`config.mk`:
```
export PLATFORM = sky130hd
export DESIGN_NAME = ramp_soak_profile_generator
export DESIGN_NICKNAME = d
export VERILOG_FILES = /design/src/rtl/rsp_pkg.sv /design/src/rtl/ramp_soak_profile_generator.sv
export SDC_FILE = /design/constraint.sdc
export NUM_CORES = 2
export LEC_CHECK = 0
export BUFFER_PORTS_ARGS = -buffer_cell sky130_fd_sc_hd__buf_2
export CAP_MARGIN = 20
export CELL_PAD_IN_SITES_DETAIL_PLACEMENT = 2
export CELL_PAD_IN_SITES_GLOBAL_PLACEMENT = 2
export CORE_ASPECT_RATIO = 1.4
export CORE_MARGIN = 8
export CORE_UTILIZATION = 40
export DETAILED_ROUTE_END_ITERATION = 6
export HOLD_SLACK_MARGIN = 0.1
export PLACE_DENSITY = 0.83
export RECOVER_POWER = 100
export SLEW_MARGIN = 20
export SYNTH_ARGS = -nofsm -noshare
export SYNTH_HDL_FRONTEND = slang
export SYNTH_SLANG_ARGS = --single-unit
export TNS_END_PERCENT = 50
```
`constraint.sdc`:
```
create_clock -name clk_i -period 26.3 [get_ports clk_i]
set_input_delay 5.26 -clock clk_i [delete_from_list [all_inputs] [get_ports clk_i]]
set_output_delay 5.26 -clock clk_i [all_outputs]
set_load 0.05 [all_outputs]
```
`src/rtl/rsp_pkg.sv`:
```
// Package for the ramp/soak setpoint generator: sizes, FSM state codes, result struct.
// No dependencies; imported by ramp_soak_profile_generator and the testbench.
package rsp_pkg;

  localparam int NUM_POINTS = 6;
  localparam int VALUE_BITS = 16;
  localparam int TIME_BITS  = 17;
  localparam int POINT_W    = TIME_BITS + VALUE_BITS;
  localparam int PT_IDX_W   = $clog2(NUM_POINTS);
  localparam int SEC_W      = 32;
  // part (unsigned) times value difference (signed, one bit wider than a value)
  localparam int PROD_W     = TIME_BITS + VALUE_BITS + 2;
  // magnitude of that product stays below 2**(TIME_BITS+VALUE_BITS)
  localparam int MAG_W      = TIME_BITS + VALUE_BITS;
  localparam int DIV_CNT_W  = $clog2(MAG_W + 1);

  localparam int IN_USER_W  = 3;
  localparam int IN_DATA_W  = SEC_W;
  localparam int OUT_USER_W = 2;
  localparam int OUT_DATA_W = VALUE_BITS + SEC_W;

  typedef enum logic [7:0] {
    S_IDLE = 8'b0000_0001,
    S_EXEC = 8'b0000_0010,
    S_SCAN = 8'b0000_0100,
    S_MULT = 8'b0000_1000,
    S_NORM = 8'b0001_0000,
    S_DIV  = 8'b0010_0000,
    S_FIX  = 8'b0100_0000,
    S_EMIT = 8'b1000_0000
  } state_e;

  typedef struct packed {
    logic                         done;
    logic                         busy;
    logic [SEC_W-1:0]             elapsed;
    logic signed [VALUE_BITS-1:0] setpoint;
  } res_t;

endpackage

```
`src/rtl/ramp_soak_profile_generator.sv`:
```
// Ramp/soak setpoint generator: breakpoint registers, run control, scan and serial divider.
// Depends on rsp_pkg.
//
//  channel  | direction | transaction
//  ---------+-----------+-----------------------------------------------------
//  s_axis   | in        | tuser {stop,pause,start}, tdata now_seconds
//  m_axis   | out       | tuser {done,busy}, tdata {elapsed_out,setpoint}
//  cfg      | in        | cfg_index_i selects point_k, cfg_data_i is written
//
// A result passes through S_EXEC and S_EMIT for stop, pause and idle commands; a running
// call that reaches the end time also passes S_SCAN (one scan cycle per breakpoint), and
// an interpolation adds S_MULT, S_NORM, the one-bit-per-cycle divider S_DIV (MAG_W steps)
// and S_FIX. The input is ready again in the same cycle that the result is offered. Reset
// clears breakpoints and run state. A stalled output holds the FSM in S_EMIT with
// s_axis_tready low until the output register frees.
module ramp_soak_profile_generator
  import rsp_pkg::*;
(
  input  logic                  clk_i,
  input  logic                  rst_ni,
  input  logic                  s_axis_tvalid,
  output logic                  s_axis_tready,
  input  logic [IN_DATA_W-1:0]  s_axis_tdata,  // [31:0] now_seconds
  input  logic [IN_USER_W-1:0]  s_axis_tuser,  // [0] start_req, [1] pause_req, [2] stop_req
  output logic                  m_axis_tvalid,
  input  logic                  m_axis_tready,
  output logic [OUT_DATA_W-1:0] m_axis_tdata,  // [15:0] setpoint, [47:16] elapsed_out
  output logic [OUT_USER_W-1:0] m_axis_tuser,  // [0] busy_res, [1] done_res
  input  logic                  cfg_valid_i,
  output logic                  cfg_ready_o,
  input  logic [PT_IDX_W-1:0]   cfg_index_i,
  input  logic [POINT_W-1:0]    cfg_data_i
);

  state_e                       state_q;
  logic [POINT_W-1:0]           point_q [NUM_POINTS];
  logic                         running_q, init_q, out_valid_q;
  logic [SEC_W-1:0]             elapsed_q, prev_q;

  logic                         start_q, pause_q, stop_q;
  logic [SEC_W-1:0]             now_q, step_q;
  logic [PT_IDX_W-1:0]          k_q;
  logic                         found_q;
  logic [TIME_BITS-1:0]         tprev_q, part_q, span_q;
  logic signed [VALUE_BITS-1:0] vprev_q, v0_q;
  logic signed [VALUE_BITS:0]   diff_q;
  logic signed [PROD_W-1:0]     prod_q;
  logic                         neg_q;
  logic [TIME_BITS-1:0]         rem_q;
  logic [MAG_W-1:0]             quo_q;
  logic [DIV_CNT_W-1:0]         cnt_q;
  res_t                         res_q, out_q;

  logic [SEC_W:0]               elapsed_sum;
  logic [SEC_W-1:0]             elapsed_new;
  logic                         first_start, run_now;
  logic [POINT_W-1:0]           cur_pt;
  logic [TIME_BITS-1:0]         t_raw, t_fix;
  logic signed [VALUE_BITS-1:0] v_cur, v_first;
  logic                         hit, last_pt;
  logic [TIME_BITS:0]           rem_shift;
  logic                         rem_ge;
  logic [PROD_W-1:0]            prod_abs;
  logic [VALUE_BITS-1:0]        q_lo;
  logic                         out_free;

  assign s_axis_tready = (state_q == S_IDLE);
  assign cfg_ready_o   = 1'b1;
  assign m_axis_tvalid = out_valid_q;
  assign m_axis_tdata  = {out_q.elapsed, out_q.setpoint};
  assign m_axis_tuser  = {out_q.done, out_q.busy};
  assign out_free      = !out_valid_q || m_axis_tready;

  // run bookkeeping
  assign first_start = start_q && !init_q;
  assign run_now     = running_q || start_q;
  assign elapsed_sum = {1'b0, elapsed_q} + {1'b0, step_q};
  assign elapsed_new = first_start ? '0 :
                       (elapsed_sum[SEC_W] ? '1 : elapsed_sum[SEC_W-1:0]);

  // breakpoint scan, one point per cycle; times forced non-decreasing
  assign cur_pt  = point_q[k_q];
  assign t_raw   = cur_pt[POINT_W-1:VALUE_BITS];
  assign v_cur   = cur_pt[VALUE_BITS-1:0];
  assign v_first = point_q[0][VALUE_BITS-1:0];
  assign t_fix   = (t_raw < tprev_q) ? tprev_q : t_raw;
  assign hit     = !found_q && (elapsed_q < {{(SEC_W-TIME_BITS){1'b0}}, t_fix});
  assign last_pt = (k_q == PT_IDX_W'(NUM_POINTS - 1));

  // restoring divider step
  assign rem_shift = {rem_q, quo_q[MAG_W-1]};
  assign rem_ge    = rem_shift >= {1'b0, span_q};
  assign prod_abs  = prod_q[PROD_W-1] ? (-prod_q) : prod_q;
  assign q_lo      = quo_q[VALUE_BITS-1:0];

  always_ff @(posedge clk_i or negedge rst_ni) begin
    if (!rst_ni) begin
      for (int i = 0; i < NUM_POINTS; i++) begin
        point_q[i] <= '0;
      end
    end else if (cfg_valid_i && (int'(cfg_index_i) < NUM_POINTS)) begin
      point_q[cfg_index_i] <= cfg_data_i;
    end
  end

  always_ff @(posedge clk_i or negedge rst_ni) begin
    if (!rst_ni) begin
      state_q     <= S_IDLE;
      running_q   <= 1'b0;
      init_q      <= 1'b0;
      elapsed_q   <= '0;
      prev_q      <= '0;
      out_valid_q <= 1'b0;
    end else begin
      // S_EMIT handles the output register itself
      if (out_valid_q && m_axis_tready && (state_q != S_EMIT)) begin
        out_valid_q <= 1'b0;
      end
      unique case (state_q)
        S_IDLE: begin
          if (s_axis_tvalid) begin
            state_q <= S_EXEC;
          end
        end
        S_EXEC: begin
          if (stop_q) begin
            running_q <= 1'b0;
            init_q    <= 1'b0;
            elapsed_q <= '0;
            state_q   <= S_EMIT;
          end else if (pause_q) begin
            running_q <= 1'b0;
            state_q   <= S_EMIT;
          end else if (run_now) begin
            running_q <= 1'b1;
            init_q    <= 1'b1;
            elapsed_q <= elapsed_new;
            prev_q    <= now_q;
            state_q   <= S_SCAN;
          end else begin
            prev_q  <= now_q;
            state_q <= S_EMIT;
          end
        end
        S_SCAN: begin
          if (last_pt) begin
            if (found_q || hit) begin
              state_q <= S_MULT;
            end else begin
              running_q <= 1'b0;
              state_q   <= S_EMIT;
            end
          end
        end
        S_MULT: state_q <= S_NORM;
        S_NORM: state_q <= S_DIV;
        S_DIV: begin
          if (cnt_q == DIV_CNT_W'(MAG_W - 1)) begin
            state_q <= S_FIX;
          end
        end
        S_FIX: state_q <= S_EMIT;
        S_EMIT: begin
          if (out_free) begin
            out_valid_q <= 1'b1;
            state_q     <= S_IDLE;
          end
        end
        default: state_q <= S_IDLE;
      endcase
    end
  end

  always_ff @(posedge clk_i) begin
    case (state_q)
      S_IDLE: begin
        start_q <= s_axis_tuser[0];
        pause_q <= s_axis_tuser[1];
        stop_q  <= s_axis_tuser[2];
        now_q   <= s_axis_tdata;
        step_q  <= (s_axis_tdata > prev_q) ? (s_axis_tdata - prev_q) : '0;
      end
      S_EXEC: begin
        res_q.done     <= 1'b0;
        res_q.busy     <= 1'b0;
        res_q.setpoint <= '0;
        res_q.elapsed  <= (!stop_q && pause_q) ? elapsed_q : '0;
        k_q     <= '0;
        found_q <= 1'b0;
        tprev_q <= '0;
        vprev_q <= v_first;
      end
      S_SCAN: begin
        if (hit) begin
          found_q <= 1'b1;
          part_q  <= elapsed_q[TIME_BITS-1:0] - tprev_q;
          span_q  <= t_fix - tprev_q;
          diff_q  <= {v_cur[VALUE_BITS-1], v_cur} - {vprev_q[VALUE_BITS-1], vprev_q};
          v0_q    <= vprev_q;
        end
        tprev_q <= t_fix;
        vprev_q <= v_cur;
        k_q     <= k_q + 1'b1;
        if (last_pt) begin
          if (found_q || hit) begin
            res_q.busy    <= 1'b1;
            res_q.elapsed <= elapsed_q;
          end else begin
            res_q.done     <= 1'b1;
            res_q.elapsed  <= {{(SEC_W-TIME_BITS){1'b0}}, t_fix};
            res_q.setpoint <= v_cur;
          end
        end
      end
      S_MULT: begin
        prod_q <= $signed({1'b0, part_q}) * diff_q;
      end
      S_NORM: begin
        neg_q <= prod_q[PROD_W-1];
        rem_q <= '0;
        quo_q <= prod_abs[MAG_W-1:0];
        cnt_q <= '0;
      end
      S_DIV: begin
        rem_q <= rem_ge ? TIME_BITS'(rem_shift - {1'b0, span_q}) : rem_shift[TIME_BITS-1:0];
        quo_q <= {quo_q[MAG_W-2:0], rem_ge};
        cnt_q <= cnt_q + 1'b1;
      end
      S_FIX: begin
        res_q.setpoint <= neg_q ? (v0_q - $signed(q_lo)) : (v0_q + $signed(q_lo));
      end
      S_EMIT: begin
        if (out_free) begin
          out_q <= res_q;
        end
      end
      default: ;
    endcase
  end

  a_run_needs_init: assert property (@(posedge clk_i) disable iff (!rst_ni)
    running_q |-> init_q) else $error("running without initialization");

  a_uninit_elapsed_zero: assert property (@(posedge clk_i) disable iff (!rst_ni)
    !init_q |-> (elapsed_q == '0)) else $error("elapsed nonzero before first start");

  a_busy_done_excl: assert property (@(posedge clk_i) disable iff (!rst_ni)
    out_valid_q |-> !(out_q.busy && out_q.done)) else $error("busy and done together");

  a_div_span_nonzero: assert property (@(posedge clk_i) disable iff (!rst_ni)
    (state_q == S_DIV) |-> (span_q != '0)) else $error("divide by zero span");

  a_div_count_range: assert property (@(posedge clk_i) disable iff (!rst_ni)
    (state_q == S_DIV) |-> (cnt_q < DIV_CNT_W'(MAG_W))) else $error("divider overran");

endmodule

```
Word level (Yosys, flattened, before mapping)
Index checks and enable logic that the tools add are counted.
Storage, ports and cells
  memory bits (writable): 0
  ROM bits: 0
  latch bits: 0
  logic and storage cells: 162
  output and inout port bits: 53
  register bits: 636
  memories kept: 0
Operators by class
  multiply operators: 1
  reductions and logical operators: 29
  divide/modulo/power cells: 0
  $lt $le $gt $ge: 8
  bitwise gates (word level): 4
  multiplexer cells: 51
  shift operators: 0
  $add $sub $neg: 11
  equality and inequality tests: 20
Operators by type and width (count)
  32-bit 2-to-1 mux: 7
  198-bit bitwise mux: 1
  33-bit 2-to-1 mux: 4
  33-bit binary-select mux with 3-bit select: 1
  33-bit demux with 3-bit select: 1
  17-bit one-hot mux with 2 select lines: 2
  34-bit one-hot mux with 2 select lines: 1
  33-bit one-hot mux with 2 select lines: 1
  8-bit 2-to-1 mux: 8
  8-bit one-hot mux with 8 select lines: 1
  17-bit subtractor: 3
  50-bit 2-to-1 mux: 1
  16-bit one-hot mux with 3 select lines: 1
  18-bit by 17-bit multiplier with 35-bit output: 1
  17-bit 2-to-1 mux: 2
  32-bit by 32-bit adder with 33-bit output: 1
  33-bit negator: 1
  32-bit greater-than comparator: 1
  32-bit by 17-bit < comparator with 1-bit output: 1
  16-bit 2-to-1 mux: 2
  16-bit one-hot mux with 2 select lines: 1
  32-bit subtractor: 1
  18-bit by 17-bit >= comparator with 1-bit output: 1
  17-bit < comparator: 1
  other kinds (36): 79

Longest topological paths before layout
  depth in word-level cells: 12
  gate-level depth with buffers: 27

Worst setup path before layout
No wires, ideal clock.
  path type: register -> register
  from: reg k_q[0]
  to: reg diff_q[0], enable pin
  buffers on the path: 5
  stages on the path, launching flop included: 24
  data arrival time: 10062 ps
  path slack: 15664 ps
  library setup time: 574 ps
  period minus slack after synthesis: 10636 ps
  cell sequence: edfxtp_1 > buf_2 > buf_2 > buf_1 > buf_2 > mux2i_1 > o21ai_0 > ha_1 > nand4_1 > or4_1 > a311o_2 > nand3_2 > clkbuf_1 > mux2i_1 > ha_1 > a21o_1 > a21o_1 > a21oi_1 > o21ai_0 > a21o_1 > a21oi_1 > o21a_1 > o21ai_0 > nor3_1
On the way
  longest elaborated chain between the ends: 9
Ends and longest elaborated chain
  start, declared: line ramp_soak_profile_generator.sv:42  | logic [PT_IDX_W-1:0] k_q;
  start signal, assigned: line ramp_soak_profile_generator.sv:203  | k_q <= k_q + 1'b1;
  3-bit NOT with 4-bit output (not written as such) *: line ramp_soak_profile_generator.sv:82  | assign cur_pt = point_q[k_q];
  33-bit binary-select mux with 3-bit select *: line ramp_soak_profile_generator.sv:82
  33-bit 2-to-1 mux (not written as such) * (2 in series): line ramp_soak_profile_generator.sv:82
  17-bit < comparator: line ramp_soak_profile_generator.sv:86  | assign t_fix = (t_raw < tprev_q) ? tprev_q : t_raw;
  17-bit 2-to-1 mux *: line ramp_soak_profile_generator.sv:86
  32-bit by 17-bit < comparator with 1-bit output *: line ramp_soak_profile_generator.sv:87  | assign hit = !found_q && (elapsed_q < {{(SEC_W-TIME_BITS){1'b0}}, t_fix});
  1-bit logical AND *: line ramp_soak_profile_generator.sv:87
  2-bit AND reduction (no line) *
  end signal, assigned: line ramp_soak_profile_generator.sv:198  | diff_q <= {v_cur[VALUE_BITS-1], v_cur} - {vprev_q[VALUE_BITS-1], vprev_q};
  end, declared: line ramp_soak_profile_generator.sv:46  | logic signed [VALUE_BITS:0] diff_q;
Mark *: on every way between the ends. The rest lies on a longest branch, timed or not. The select of a mux whose other input is x is not followed.
A chain may end at the register's enable or synchronous reset.

Worst setup path in the final report
  from: reg k_q[0]
  to: reg part_q[12], enable pin
On the way
  longest elaborated chain between the ends: 9
Ends and longest elaborated chain
  3-bit NOT with 4-bit output (not written as such) *: line ramp_soak_profile_generator.sv:82
  33-bit binary-select mux with 3-bit select *: line ramp_soak_profile_generator.sv:82
  33-bit 2-to-1 mux (not written as such) * (2 in series): line ramp_soak_profile_generator.sv:82
  17-bit < comparator: line ramp_soak_profile_generator.sv:86
  17-bit 2-to-1 mux *: line ramp_soak_profile_generator.sv:86
  32-bit by 17-bit < comparator with 1-bit output *: line ramp_soak_profile_generator.sv:87
  1-bit logical AND *: line ramp_soak_profile_generator.sv:87
  2-bit AND reduction (no line) *
  end signal, assigned: line ramp_soak_profile_generator.sv:196  | part_q <= elapsed_q[TIME_BITS-1:0] - tprev_q;
  end, declared: line ramp_soak_profile_generator.sv:44  | logic [TIME_BITS-1:0] tprev_q, part_q, span_q;
Marks and branches as above.

==> impl_metrics.json <==
{
  "status": "finished with violations",
  "violations": "max-capacitance violations, max-slew violations",
  "routedWlPerCell_um": 25.8,
  "antenna_found_initial": 10,
  "fin_util": 0.441,
  "first_iter_violations": 1397,
  "syn_to_final_growth_pct": 9.79,
  "finalHoldViolations": 0,
  "yosysWarnings": 0,
  "cp_max_fo": 67,
  "nNetsFinal": 4695,
  "p_int_mw": 2.68,
  "r2r_cells": 20,
  "firstDrtPassIters": 4,
  "grt_pass1_vias": 37000,
  "r2r-end": "part_q[12]$_DFFE_PP_",
  "ys_types": 82,
  "overflow": 0,
  "clk_pin_slew_ps": 70,
  "die-area_um2": 118000,
  "power_frac_comb": 0.439,
  "power.switching_mw": 1.79,
  "port_buffers": 127,
  "num_vias": 31100,
  "worstMarginPinSlew_ps": 5780,
  "via_per_inst": 5.65,
  "synth-seq-cells": 635,
  "synth-async-reset-ratio": 0.430,
  "cts_root_buffer": "clkbuf_16",
  "hold_depth": 0,
  "coreArea_um2": 107000,
  "p_clk_frac": 0.225,
  "switching_share": 0.400,
  "slew_headroom": -2.85,
  "hold_slack_ps": 420,
  "hp-start": "res_q[41]$_DFFE_PP_",
  "post-route-min-period_ps": 12350,
  "finalPower_mw": 4.47,
  "slew_violations": 1126,
  "timing.fmax_mhz": 81.0,
  "die_y_um": 403,
  "start_util": 0.402,
  "syn_area_um2": 42900,
  "drtAntennaViolNets": 0,
  "post-place-ws_ps": 17370,
  "avgSynthCellArea_um2": 10.8,
  "n_fill_cell": 11000,
  "timing.final.crit_share": 0.470,
  "grt_pass1_wl_um": 222000,
  "netlist_instances": 3979,
  "die_x_um": 293,
  "drive_gt1_frac": 0.0903,
  "ctsResizeCount": 0,
  "min_to": "m_axis_tdata[41]$_DFFE_PP_",
  "tns_ps": 0,
  "drc": 0,
  "finalSetupViolCount": 0,
  "path_class": "reg -> reg",
  "fin_skew_ps": 96.2,
  "fin_ws_ps": 13950,
  "p_leak_nw": 20.4,
  "h-tree-depth": 2,
  "track_usage": 0.239,
  "hp-class": "reg -> reg",
  "rsz0062_at_grt": "false",
  "clock_latency_ps": 710,
  "tritoncts": "yes",
  "cts.sinks": 635,
  "r2r_slack_ps": 13950,
  "ys.flop_type": "edfxtp_1",
  "cts_made_buffers": 61,
  "postCtsSetupBuffers": 0,
  "dp_hpwl_um": 99400,
  "r2r_start": "k_q[0]$_SDFFCE_PN0N_",
  "ys_seq_area_frac": 0.413,
  "crit_arrival_ps": 12470,
  "grt_max_degree": 105,
  "gp_congestion": 0.832,
  "peakVddDrop_mv": 0.141,
  "cp-start-kind": "flop",
  "synth_edf_count": 362,
  "cts_max_path_buffers": 3,
  "p_per_area_nw_per_um2": 94.9,
  "num_rows": 142,
  "seqPwrFrac": 0.336,
  "maxCapViolations": 25,
  "postCtsHoldBufs": 0,
  "pin_count": 129,
  "required_ps": 26420,
  "endpoint_kind": "flop",
  "syn_nets": 4595,
  "wl_um": 142000
}
-- power by group through the flow --
stage	Clock [mW]	Combinational (mW)	Sequential [mW]
floorplan	0	1.34	1.45
global placement	0	1.79	1.47
detailed placement	0	1.91	1.50
CTS	1.02	1.98	1.49
global route	1.05	2.15	1.52
finish	1.01	1.96	1.50
-- sequential cells by signal, indices dropped and copies added (netlist names), 16 cells and up --
name          flops
diff_q           17
elapsed_q        32
m_axis_tdata     48
now_q            32
part_q           17
point_q         198
prev_q           32
prod_q           34
quo_q            33
rem_q            17
res_q            50
span_q           17
step_q           32
tprev_q          17
v0_q             16
vprev_q          16
-- synth_stat cells, types with 71 or more instances --
master / instances / area (um2)
mux2i_1: 71 / 711
clkbuf_1: 114 / 428
inv_1: 455 / 1710
o21ai_0: 224 / 1120
a21oi_1: 139 / 696
edfxtp_1: 362 / 10900
mux2_2: 201 / 2260
dfrtp_1: 272 / 6810
nand2_1: 425 / 1600
and2_1: 165 / 1030
xor2_1: 72 / 631
nor2_1: 237 / 890
xnor2_1: 121 / 1060
fa_1: 231 / 4620
ha_1: 309 / 3870
-- how the worst max path moves through the flow --
stage | end | start | slack [ps] | cells past startpoint
global route | elapsed_q[11]$_DFFE_PN0P_ | rst_ni | 13040 | 2
finish | part_q[12]$_DFFE_PP_ | k_q[0]$_SDFFCE_PN0N_ | 13950 | 20
floorplan | diff_q[0]$_DFFE_PP_ | k_q[0]$_SDFFCE_PN0N_ | 15660 | 23
CTS | part_q[12]$_DFFE_PP_ | k_q[0]$_SDFFCE_PN0N_ | 17730 | 21
detailed placement | step_q[4]$_SDFFCE_PP0P_ | s_axis_tdata[2] | 17370 | 13
global placement | step_q[15]$_SDFFCE_PP0P_ | s_axis_tdata[2] | 17440 | 13
-- critical path, stage by stage (launching register included) --
cell,delay (ps)
edfxtp_1,360
clkbuf_1,1720
mux4_2,680
nand2_1,90
o21ai_0,410
ha_1,460
a2111oi_0,830
a311o_2,290
nand3_1,950
mux2i_1,670
ha_1,330
a21o_1,190
a21o_1,170
a21oi_1,160
o21ai_0,110
a21o_1,180
a21oi_1,390
o21a_1,180
o21ai_0,170
nor3_2,210
clkbuf_1,3130
-- cell families after synthesis --
family                   synth area share
AND/OR/NAND/NOR                     0.120
flip-flops                          0.413
AO/OA/AOI/OAI                      0.0897
buffers and inverters              0.0523
adder cells (fa/ha/maj)             0.198
multiplexers                       0.0870
XOR/XNOR                           0.0394
other                           0.0000875
-- per-layer routing --
| metal | global-route usage | vias to the layer above | routed length [um] |
|---|---|---|---|
| li1 | - | 13800 | - |
| met1 | 0.252 | 16300 | 52300 |
| met2 | 0.468 | 662 | 78600 |
| met3 | 0.0266 | 339 | 4290 |
| met4 | 0.111 | 2 | 7080 |
| met5 | 0 | - | 15 |
-- placed cells by master (no fill, tap or decap), drive strengths merged, types with 9 or more instances in the layout --
cell type | netlist | layout
nand4 | 20 | 20
xor2 | 72 | 72
o21ai | 225 | 225
and3 | 19 | 19
o31ai | 9 | 9
a31oi | 25 | 25
buf | 19 | 55
a211oi | 17 | 17
nor4 | 10 | 10
and2 | 165 | 165
clkbuf | 114 | 192
bufinv | 0 | 13
fa | 231 | 231
ha | 309 | 309
nor2b | 31 | 31
mux4 | 33 | 33
o41ai | 10 | 10
edfxtp | 362 | 362
dfrtp | 272 | 272
mux2 | 202 | 202
xnor2 | 121 | 121
nand2b | 37 | 37
o211ai | 15 | 15
mux2i | 71 | 71
nor3 | 50 | 50
nand2 | 425 | 425
o21bai | 21 | 21
o21a | 24 | 24
a21oi | 139 | 139
clkinv | 1 | 21
inv | 456 | 458
or3 | 13 | 13
nand3 | 48 | 48
nor2 | 238 | 238
a21o | 67 | 67
-- through the flow --
step                cells  cell area, um2
floorplan            3979           42900
global placement     5383           45100
detailed placement   5383           45100
CTS                  5498           47300
global route         5504           47000
finish               5506           47000
-- final cells by class --
| type | instances | area [um2] | share of cell area |
|---|---|---|---|
| well taps | 1368 | 1710 | 0.0364 |
| multi-input cells | 2754 | 22900 | 0.487 |
| clock inverters | 38 | 583 | 0.0124 |
| inverters | 457 | 1720 | 0.0365 |
| repair buffers | 170 | 742 | 0.0158 |
| clock buffers | 77 | 1650 | 0.0350 |
| diodes | 7 | 17.5 | 0.000372 |
| flip-flops and latches | 635 | 17700 | 0.376 |
(Power assumes the default switching activity.)
